`config.mk`:
```
export PLATFORM = sky130hd
export DESIGN_NAME = per_flow_round_robin_scheduler
export DESIGN_NICKNAME = d
export VERILOG_FILES = /design/src/design/rrfq_pkg.sv /design/src/design/rrfq_ram.sv /design/src/design/rrfq_front.sv /design/src/design/rrfq_back.sv /design/src/design/per_flow_round_robin_scheduler.sv
export SDC_FILE = /design/constraint.sdc
export NUM_CORES = 2
export LEC_CHECK = 0
export BUFFER_PORTS_ARGS = -buffer_cell sky130_fd_sc_hd__buf_2
export CAP_MARGIN = 20
export CORE_ASPECT_RATIO = 0.7
export CORE_MARGIN = 1.5
export CORE_UTILIZATION = 30
export DETAILED_ROUTE_END_ITERATION = 6
export GPL_ROUTABILITY_DRIVEN = 0
export PLACE_DENSITY = 0.49
export SYNTH_ARGS = -nofsm -noshare
export SYNTH_HDL_FRONTEND = slang
export SYNTH_SLANG_ARGS = --single-unit
```
`constraint.sdc`:
```
create_clock -name aclk -period 8.2 [get_ports aclk]
set_clock_uncertainty 0.15 [all_clocks]
set_input_delay 0.41 -clock aclk [delete_from_list [all_inputs] [get_ports aclk]]
set_output_delay 0.41 -clock aclk [all_outputs]
set_load 0.1 [all_outputs]
```
`src/design/rrfq_pkg.sv`:
```
// Shared types and status codes for the round-robin fair queueing scheduler.
package rrfq_pkg;

    localparam logic [1:0] ST_ACCEPTED = 2'd0;
    localparam logic [1:0] ST_DROPPED  = 2'd1;
    localparam logic [1:0] ST_SERVED   = 2'd2;
    localparam logic [1:0] ST_EMPTY    = 2'd3;

    localparam logic OP_ENQUEUE = 1'b0;
    localparam logic OP_SERVE   = 1'b1;

    // Request as held between the front and back parts.
    typedef struct packed {
        logic        op;
        logic [3:0]  flow;
        logic [47:0] handle;
        logic        counted;
    } req_t;

endpackage

```
`src/design/rrfq_ram.sv`:
```
// Generic single-port-write, registered-read RAM.
module rrfq_ram #(
    parameter int WIDTH = 8,
    parameter int DEPTH = 16
) (
    input  logic                     aclk,
    input  logic                     we,
    input  logic [$clog2(DEPTH)-1:0] waddr,
    input  logic [WIDTH-1:0]         wdata,
    input  logic [$clog2(DEPTH)-1:0] raddr,
    output logic [WIDTH-1:0]         rdata
);

    logic [WIDTH-1:0] mem [DEPTH];

    always_ff @(posedge aclk) begin
        if (we) begin
            mem[waddr] <= wdata;
        end
        rdata <= mem[raddr];
    end

endmodule

```
`src/design/rrfq_front.sv`:
```
// Front part: two-entry request queue between the input channel and the back part.
module rrfq_front (
    input  logic              aclk,
    input  logic              aresetn,
    input  logic              in_valid,
    output logic              in_ready,
    input  rrfq_pkg::req_t    in_req,
    output logic              q_valid,
    input  logic              q_ready,
    output rrfq_pkg::req_t    q_req
);

    rrfq_pkg::req_t ent_reg [2];
    logic [1:0] cnt_reg;
    logic       rd_reg;
    logic       wr_ptr;
    logic       push;
    logic       pop;

    assign in_ready = (cnt_reg != 2'd2);
    assign q_valid  = (cnt_reg != 2'd0);
    assign q_req    = ent_reg[rd_reg];
    assign push     = in_valid && in_ready;
    assign pop      = q_valid && q_ready;
    assign wr_ptr   = rd_reg ^ cnt_reg[0];

    always_ff @(posedge aclk) begin
        if (!aresetn) begin
            cnt_reg <= 2'd0;
            rd_reg  <= 1'b0;
        end else begin
            cnt_reg <= cnt_reg + {1'b0, push} - {1'b0, pop};
            if (pop) begin
                rd_reg <= ~rd_reg;
            end
        end
        if (push) begin
            ent_reg[wr_ptr] <= in_req;
        end
    end

endmodule

```
`src/design/rrfq_back.sv`:
```
// Back part: per-flow queue bookkeeping, round-robin pick and result register.
module rrfq_back #(
    parameter int NUM_FLOWS        = 16,
    parameter int FLOW_QUEUE_DEPTH = 8,
    parameter int HANDLE_BITS      = 16
) (
    input  logic                   aclk,
    input  logic                   aresetn,
    input  logic                   q_valid,
    output logic                   q_ready,
    input  rrfq_pkg::req_t         q_req,
    output logic                   m_valid,
    input  logic                   m_ready,
    output logic [1:0]             m_status,
    output logic [3:0]             m_out_flow,
    output logic [15:0]            m_out_handle,
    output logic                   m_callback,
    output logic [7:0]             m_total_queued,
    output logic [3:0]             m_flow_counted
);

    localparam int FW  = (NUM_FLOWS > 1) ? $clog2(NUM_FLOWS) : 1;
    localparam int SW  = (FLOW_QUEUE_DEPTH > 1) ? $clog2(FLOW_QUEUE_DEPTH) : 1;
    localparam int OW  = $clog2(FLOW_QUEUE_DEPTH + 1);
    localparam int TW  = $clog2(NUM_FLOWS * FLOW_QUEUE_DEPTH + 1);
    localparam int AW  = FW + SW;
    localparam int DW  = HANDLE_BITS + 1;
    localparam int DEPTH = NUM_FLOWS * FLOW_QUEUE_DEPTH;

    localparam logic [1:0] S_IDLE = 2'd0;
    localparam logic [1:0] S_READ = 2'd1;
    localparam logic [1:0] S_OUT  = 2'd2;

    logic [SW-1:0] head_reg [NUM_FLOWS];
    logic [SW-1:0] tail_reg [NUM_FLOWS];
    logic [OW-1:0] occ_reg  [NUM_FLOWS];
    logic [OW-1:0] cnt_reg  [NUM_FLOWS];
    logic [FW-1:0] ptr_reg;
    logic [TW-1:0] total_reg;
    logic [1:0]    state_reg;
    logic [FW-1:0] sel_reg;
    // RAM read data is registered behind the sel_reg-based address; wait for it
    logic          rdata_wait_reg;

    logic [1:0]    r_status_reg;
    logic [3:0]    r_flow_reg;
    logic [15:0]   r_handle_reg;
    logic          r_cb_reg;
    logic [7:0]    r_total_reg;
    logic [3:0]    r_fcnt_reg;

    logic [NUM_FLOWS-1:0] nonempty;
    logic [NUM_FLOWS-1:0] rot;
    logic                 found;
    logic [FW-1:0]        off;
    logic [FW:0]          pick_sum;
    logic [FW-1:0]        pick;
    logic [FW-1:0]        fidx;
    logic                 flow_ok;
    logic                 full;
    logic                 we;
    logic [AW-1:0]        waddr;
    logic [AW-1:0]        raddr;
    logic [DW-1:0]        rdata;
    logic                 take;
    logic [OW-1:0]        cnt_dec;

    assign fidx    = q_req.flow[FW-1:0];
    assign flow_ok = ({28'd0, q_req.flow} < 32'(NUM_FLOWS)) &&
                     ((FW >= 4) || ((q_req.flow >> FW) == 4'd0));
    assign full    = (occ_reg[fidx] == OW'(FLOW_QUEUE_DEPTH));

    always_comb begin
        for (int i = 0; i < NUM_FLOWS; i++) begin
            nonempty[i] = (occ_reg[i] != '0);
        end
        rot = (nonempty >> ptr_reg) | (nonempty << (NUM_FLOWS - 32'(ptr_reg)));
        found = |nonempty;
        off = '0;
        for (int i = NUM_FLOWS - 1; i >= 0; i--) begin
            if (rot[i]) begin
                off = FW'(i);
            end
        end
        pick_sum = {1'b0, ptr_reg} + {1'b0, off};
        pick = (pick_sum >= (FW+1)'(NUM_FLOWS)) ?
               FW'(pick_sum - (FW+1)'(NUM_FLOWS)) : pick_sum[FW-1:0];
    end

    assign take    = (state_reg == S_IDLE) && q_valid;
    assign q_ready = take;
    assign we      = take && (q_req.op == rrfq_pkg::OP_ENQUEUE) && flow_ok && !full;
    assign waddr   = {fidx, tail_reg[fidx]};
    assign raddr   = {sel_reg, head_reg[sel_reg]};
    assign cnt_dec = (rdata[0] && cnt_reg[sel_reg] != '0) ?
                     cnt_reg[sel_reg] - OW'(1) : cnt_reg[sel_reg];

    rrfq_ram #(.WIDTH(DW), .DEPTH(DEPTH)) u_store (
        .aclk  (aclk),
        .we    (we),
        .waddr (waddr),
        .wdata ({q_req.handle[HANDLE_BITS-1:0], q_req.counted}),
        .raddr (raddr),
        .rdata (rdata)
    );

    always_ff @(posedge aclk) begin
        if (!aresetn) begin
            state_reg      <= S_IDLE;
            rdata_wait_reg <= 1'b0;
            ptr_reg        <= '0;
            total_reg      <= '0;
            for (int i = 0; i < NUM_FLOWS; i++) begin
                head_reg[i] <= '0;
                tail_reg[i] <= '0;
                occ_reg[i]  <= '0;
                cnt_reg[i]  <= '0;
            end
        end else begin
            unique case (state_reg)
                S_IDLE: begin
                    if (q_valid) begin
                        r_handle_reg <= '0;
                        r_cb_reg     <= 1'b0;
                        r_flow_reg   <= q_req.flow;
                        r_total_reg  <= 8'(total_reg);
                        state_reg    <= S_OUT;
                        if (q_req.op == rrfq_pkg::OP_ENQUEUE) begin
                            if (!flow_ok) begin
                                r_status_reg <= rrfq_pkg::ST_DROPPED;
                                r_fcnt_reg   <= '0;
                            end else if (full) begin
                                r_status_reg <= rrfq_pkg::ST_DROPPED;
                                r_fcnt_reg   <= 4'(cnt_reg[fidx]);
                            end else begin
                                r_status_reg <= rrfq_pkg::ST_ACCEPTED;
                                tail_reg[fidx] <= (tail_reg[fidx] == SW'(FLOW_QUEUE_DEPTH-1))
                                                  ? '0 : tail_reg[fidx] + SW'(1);
                                occ_reg[fidx]  <= occ_reg[fidx] + OW'(1);
                                total_reg      <= total_reg + TW'(1);
                                r_total_reg    <= 8'(total_reg + TW'(1));
                                cnt_reg[fidx]  <= cnt_reg[fidx] + OW'(q_req.counted);
                                r_fcnt_reg     <= 4'(cnt_reg[fidx] + OW'(q_req.counted));
                            end
                        end else if (!found) begin
                            r_status_reg <= rrfq_pkg::ST_EMPTY;
                            r_flow_reg   <= '0;
                            r_fcnt_reg   <= '0;
                        end else begin
                            // read the head entry next cycle
                            sel_reg   <= pick;
                            state_reg <= S_READ;
                        end
                    end
                end
                S_READ: begin
                    if (!rdata_wait_reg) begin
                        rdata_wait_reg <= 1'b1;
                    end else begin
                        rdata_wait_reg <= 1'b0;
                        r_status_reg <= rrfq_pkg::ST_SERVED;
                        r_flow_reg   <= 4'(sel_reg);
                        r_handle_reg <= 16'(rdata[DW-1:1]);
                        r_cb_reg     <= rdata[0];
                        cnt_reg[sel_reg]  <= cnt_dec;
                        r_fcnt_reg        <= 4'(cnt_dec);
                        head_reg[sel_reg] <= (head_reg[sel_reg] == SW'(FLOW_QUEUE_DEPTH-1))
                                             ? '0 : head_reg[sel_reg] + SW'(1);
                        occ_reg[sel_reg]  <= occ_reg[sel_reg] - OW'(1);
                        total_reg   <= total_reg - TW'(1);
                        r_total_reg <= 8'(total_reg - TW'(1));
                        ptr_reg <= (sel_reg == FW'(NUM_FLOWS-1)) ? '0 : sel_reg + FW'(1);
                        state_reg <= S_OUT;
                    end
                end
                S_OUT: begin
                    if (m_ready) begin
                        state_reg <= S_IDLE;
                    end
                end
                default: state_reg <= S_IDLE;
            endcase
        end
    end

    assign m_valid        = (state_reg == S_OUT);
    assign m_status       = r_status_reg;
    assign m_out_flow     = r_flow_reg;
    assign m_out_handle   = r_handle_reg;
    assign m_callback     = r_cb_reg;
    assign m_total_queued = r_total_reg;
    assign m_flow_counted = r_fcnt_reg;

endmodule

```
`src/design/per_flow_round_robin_scheduler.sv`:
```
// Top level of the per-flow round-robin packet scheduler.
//
// Input channel (s_*): one request per handshake. op 0 appends handle to the
// FIFO of flow; op 1 pops the oldest handle of the next non-empty flow at or
// after the round-robin pointer. Output channel (m_*): one result per request
// with status, flow, handle, callback and the occupancy counts after it.
// An enqueue goes from S_IDLE straight to S_OUT; a serve first passes through
// S_READ to wait for the registered read of the shared packet memory. One request is
// worked at a time; a two-entry queue in front keeps accepting while a result
// waits. The flow pick is a rotating priority encoder over per-flow
// non-empty bits, computed combinationally.
// Reset (aresetn low, synchronous) empties all flow queues, clears counters
// and the pointer; packet memory contents are not cleared.
// While m_ready is low the result holds and the input queue fills, then
// s_ready drops.
module per_flow_round_robin_scheduler #(
    parameter int NUM_FLOWS        = 16,
    parameter int FLOW_QUEUE_DEPTH = 8,
    parameter int HANDLE_BITS      = 16
) (
    input  logic        aclk,
    input  logic        aresetn,
    input  logic        s_valid,
    output logic        s_ready,
    input  logic        s_op,
    input  logic [3:0]  s_flow,
    input  logic [15:0] s_handle,
    input  logic        s_counted,
    output logic        m_valid,
    input  logic        m_ready,
    output logic [1:0]  m_status,
    output logic [3:0]  m_out_flow,
    output logic [15:0] m_out_handle,
    output logic        m_callback,
    output logic [7:0]  m_total_queued,
    output logic [3:0]  m_flow_counted
);

    rrfq_pkg::req_t in_req;
    rrfq_pkg::req_t q_req;
    logic           q_valid;
    logic           q_ready;

    always_comb begin
        in_req         = '0;
        in_req.op      = s_op;
        in_req.flow    = s_flow;
        in_req.handle  = 48'(s_handle);
        in_req.counted = s_counted;
    end

    rrfq_front u_front (
        .aclk     (aclk),
        .aresetn  (aresetn),
        .in_valid (s_valid),
        .in_ready (s_ready),
        .in_req   (in_req),
        .q_valid  (q_valid),
        .q_ready  (q_ready),
        .q_req    (q_req)
    );

    rrfq_back #(
        .NUM_FLOWS        (NUM_FLOWS),
        .FLOW_QUEUE_DEPTH (FLOW_QUEUE_DEPTH),
        .HANDLE_BITS      (HANDLE_BITS)
    ) u_back (
        .aclk           (aclk),
        .aresetn        (aresetn),
        .q_valid        (q_valid),
        .q_ready        (q_ready),
        .q_req          (q_req),
        .m_valid        (m_valid),
        .m_ready        (m_ready),
        .m_status       (m_status),
        .m_out_flow     (m_out_flow),
        .m_out_handle   (m_out_handle),
        .m_callback     (m_callback),
        .m_total_queued (m_total_queued),
        .m_flow_counted (m_flow_counted)
    );

endmodule

```
==> out/results.ini <==
[pwr]
max-vdd-ir-drop_uv = 329.9
leakage_nw = 38.36
switching_power_mw = 16.96
switching_share_pct = 40.24
clock_power_share_pct = 26.5
powerDensity_mw_per_mm2 = 356.9
comb_power_share_pct = 35.3
power.internal_mw = 25.19
seq_power_share_pct = 38.2

[critical_path]
worst_setup_path_start_kind = register
crit_slowest_cell = nor2_2
worstPathMaxFanout = 44
required_ns = 8.58
critPathKind = register to register
regToRegSetupSlack_ns = 1.63
worstPathCellList = mux2_4 -> buf_4 -> nand2_1 -> and3_1 -> a311oi_1 -> o31a_1 -> inv_1 -> ha_1 -> a31oi_2 -> and3_1 -> nand2_1 -> nor2_2
cpPeakStageDelay_ns = 1.10
arrival_ns = 6.96
r2r_end = u_back.u_store.mem[122][7]$_DFFE_PP_
r2r_cells = 12
end_kind = register

[cts]
insertion_delay_ns = 0.97
cts_tree = yes
root_buffer = clkbuf_16
path_clk_slew_ns = 0.06
ctsHoldBuffers = 38
clock_sink_count = 2523
post_cts_buffers = 0
cts_inserted_buffers = 236
clk_path_buf_depth = 4
cts_max_level = 4
cts_resized = 0

[run_status]
outcome = finished, final reports clean

[grt]
antenna_found_initial = 41
globalRouteMet2Util_pct = 28.07
overflow = 0
grt_pass1_vias = 63070
top_usage_layer = met1
use_met3_pct = 7.076
grtUsageTotal_pct = 21.48
grt_pass1_wl_um = 528900
grt_max_degree = 208
grtUsageMet1_pct = 33.35

[timing]
max_slew_margin_pct = 6.771
setup_viol = 0
hold_viol = 0
worstMarginPinSlew_ns = 1.398
finalCritPeriodShare_pct = 80.15
fin_ws_ns = 1.628
finalMaxSlewViolations = 0
fin_setup_tns_ns = 0
rsz0062_at_grt = false
period_minus_slack_ns = 6.572
fmax_mhz = 152.2

[drt]
via_per_inst = 5.608
totalWireLength_um = 388600
postRouteAntennaNets = 0
dr_total_vias = 69180
drt_pass1_iterations = 7
avgRoutedWirePerCell_um = 31.50
drc = 0
initialDrtViolationCount = 12450

[yosys]
synth.distinct_cells = 93
synth_seq_cells = 2523
syn-cell-area_mm2 = 0.1039
yosysWarnings = 0
synthMuxAreaShare_pct = 5.599
synth_compound_area_share_pct = 6.530
synth.avg_cell_area_um2 = 13.83
synth_top_family_by_area = simple AND/OR/NAND/NOR gates
synthTopCellsByArea = edfxtp_1, nand2_1, mux2i_1
synth-seq-area-share_pct = 72.55
syn_inst = 7512
synth_flop_cell = edfxtp_1
synth_fa_ha_area_share_pct = 0.2843
synthesis.nets = 7561
synth-simple-area-share_pct = 12.17
synth_edf_count = 2483
netlist.area_leader.share_pct = 71.78
yosysTopAreaCell = edfxtp_1
async_flop_share_pct = 0
synth_xor_area_share_pct = 0.2698

[hold_path]
min_from = s_handle[13]
hold_class = input port to register
timing.hold.worst_endpoint = u_front.ent_reg[0][14]$_DFFE_PP_
hold_path_depth = 2

[floorplanning]
core_area_mm2 = 0.3441
pin_count = 63
die_x_um = 706.3
fp.dieH_um = 495.3
die-area_mm2 = 0.3498
initial_core_util_pct = 30.19
rows = 180

[run]
drv_cap = 0

[cells_and_area]
drive_above_1_share_pct = 12.06
largest_reg_flops = 2176
syn2layout_area_growth_pct = 13.68
nNetsFinal = 7636

[placement]
place_hpwl_um = 253100
place_ws_ns = 1.756
io_buffer_count = 62

-- kinds of logic (layout without fill, tap and decap cells) --
family,Yosys count,in the layout
AOI/OAI and AO/OA,1029,1029
xor gates and xnor gates,32,32
adders and majority gates,23,23
buffers and inverters,533,791
DFF,2523,2523
muxes,463,463
other,0,16
and+or+nand+nor,2909,2909
-- metrics by stage --
stage	std cells	total power [mW]	hold WS (ns)	util [%]	instance area (um^2)
global placement	11850	30.77	0.3424	31.94	109900
floorplan	7512	23.85	0.3266	-	103900
CTS	12310	41.89	0.06690	34.28	118000
finish	12340	42.14	0.1270	34.31	118100
global route	12330	43.15	0.1016	34.31	118100
detailed placement	11850	30.84	0.3557	31.96	110000
-- cells in the mapped netlist (17+ instances only) --
| library cell | instances |
|---|---|
| nand4_1 | 108 |
| mux2_2 | 26 |
| o211ai_1 | 19 |
| buf_4 | 44 |
| o22ai_1 | 123 |
| clkbuf_1 | 205 |
| nor2_1 | 316 |
| edfxtp_1 | 2483 |
| a211oi_1 | 30 |
| mux2i_1 | 344 |
| a22o_1 | 17 |
| xnor2_1 | 24 |
| a311oi_1 | 36 |
| and2_1 | 49 |
| nor4_1 | 60 |
| a221oi_1 | 38 |
| a21oi_1 | 346 |
| dfxtp_1 | 40 |
| nand2b_1 | 18 |
| nand3_1 | 428 |
| a32oi_1 | 78 |
| nand2_1 | 1659 |
| o21ai_0 | 79 |
| a31oi_1 | 90 |
| buf_2 | 162 |
| ha_1 | 22 |
| inv_1 | 30 |
| buf_1 | 46 |
| and3_1 | 62 |
| or4_1 | 27 |
| mux4_2 | 91 |
| nor3_1 | 121 |
| buf_6 | 33 |
| a22oi_1 | 61 |
-- area by class of cell --
| cell class | count | area, um^2 |
|---|---|---|
| Antenna cell | 16 | 40.04 |
| Clock buffer | 276 | 6056 |
| Clock inverter | 145 | 1525 |
| Fill cell | 33190 | 226000 |
| Inverter | 37 | 175.2 |
| Multi-Input combinational cell | 4456 | 26380 |
| Sequential cell | 2523 | 75370 |
| Tap cell | 4550 | 5693 |
| Timing Repair Buffer | 333 | 2846 |
-- power by group through the flow --
stage | registers [mW] | logic (mW) | clock network, mW
global placement | 16.4 | 14.4 | 0
finish | 16.1 | 14.9 | 11.2
CTS | 16.1 | 14.5 | 11.3
detailed placement | 16.4 | 14.5 | 0
global route | 16.1 | 15.3 | 11.7
floorplan | 16.6 | 7.30 | 0
-- layout by cell type, fill, tap and decap left out, types with 61 or more instances in the layout --
master	synthesis	final
mux4_2	91	91
clkbuf_16	0	236
nand4_1	108	108
buf_4	44	190
mux2i_1	344	341
nand2_1	1659	1657
nor2_2	2	120
and3_1	62	62
buf_2	162	68
a31oi_1	90	90
o21ai_0	79	79
edfxtp_1	2483	2483
nand3_1	428	428
a22oi_1	61	61
nor2_1	316	194
nor3_1	121	121
a21oi_1	346	335
a32oi_1	78	78
o22ai_1	123	122
-- critical path, delay by kind of cell, from the launching register on --
family	cells	cell delay, ns
DFF	1	0.70
AOI/OAI and AO/OA	3	1.21
buffers and inverters	2	0.66
adders and majority gates	1	0.23
and+or+nand+nor	5	2.48
muxes	1	0.65
-- worst max path at each step --
stage,slack [ns],to,start
floorplan,3.43,register,u_back.ptr_reg[0]$_SDFFE_PN0P_
global placement,1.32,u_back.u_store.rdata[14]$_DFF_P_,register
detailed placement,1.76,u_back.u_store.mem[122][2]$_DFFE_PP_,register
CTS,1.79,u_back.u_store.mem[122][1]$_DFFE_PP_,register
global route,1.47,u_back.u_store.mem[122][1]$_DFFE_PP_,register
finish,1.63,u_back.u_store.mem[122][7]$_DFFE_PP_,register
-- metal layers --
metal | wire [um] | vias to the layer above | part of all wire (%)
met2 | 150000 | 4388 | 39
met4 | 11080 | 16 | 2.9
li1 | - | 28590 | -
met5 | 117 | - | 0.030
met3 | 53420 | 597 | 14
met1 | 174000 | 35590 | 45
No activity file was read; power rests on OpenSTA's default activity.
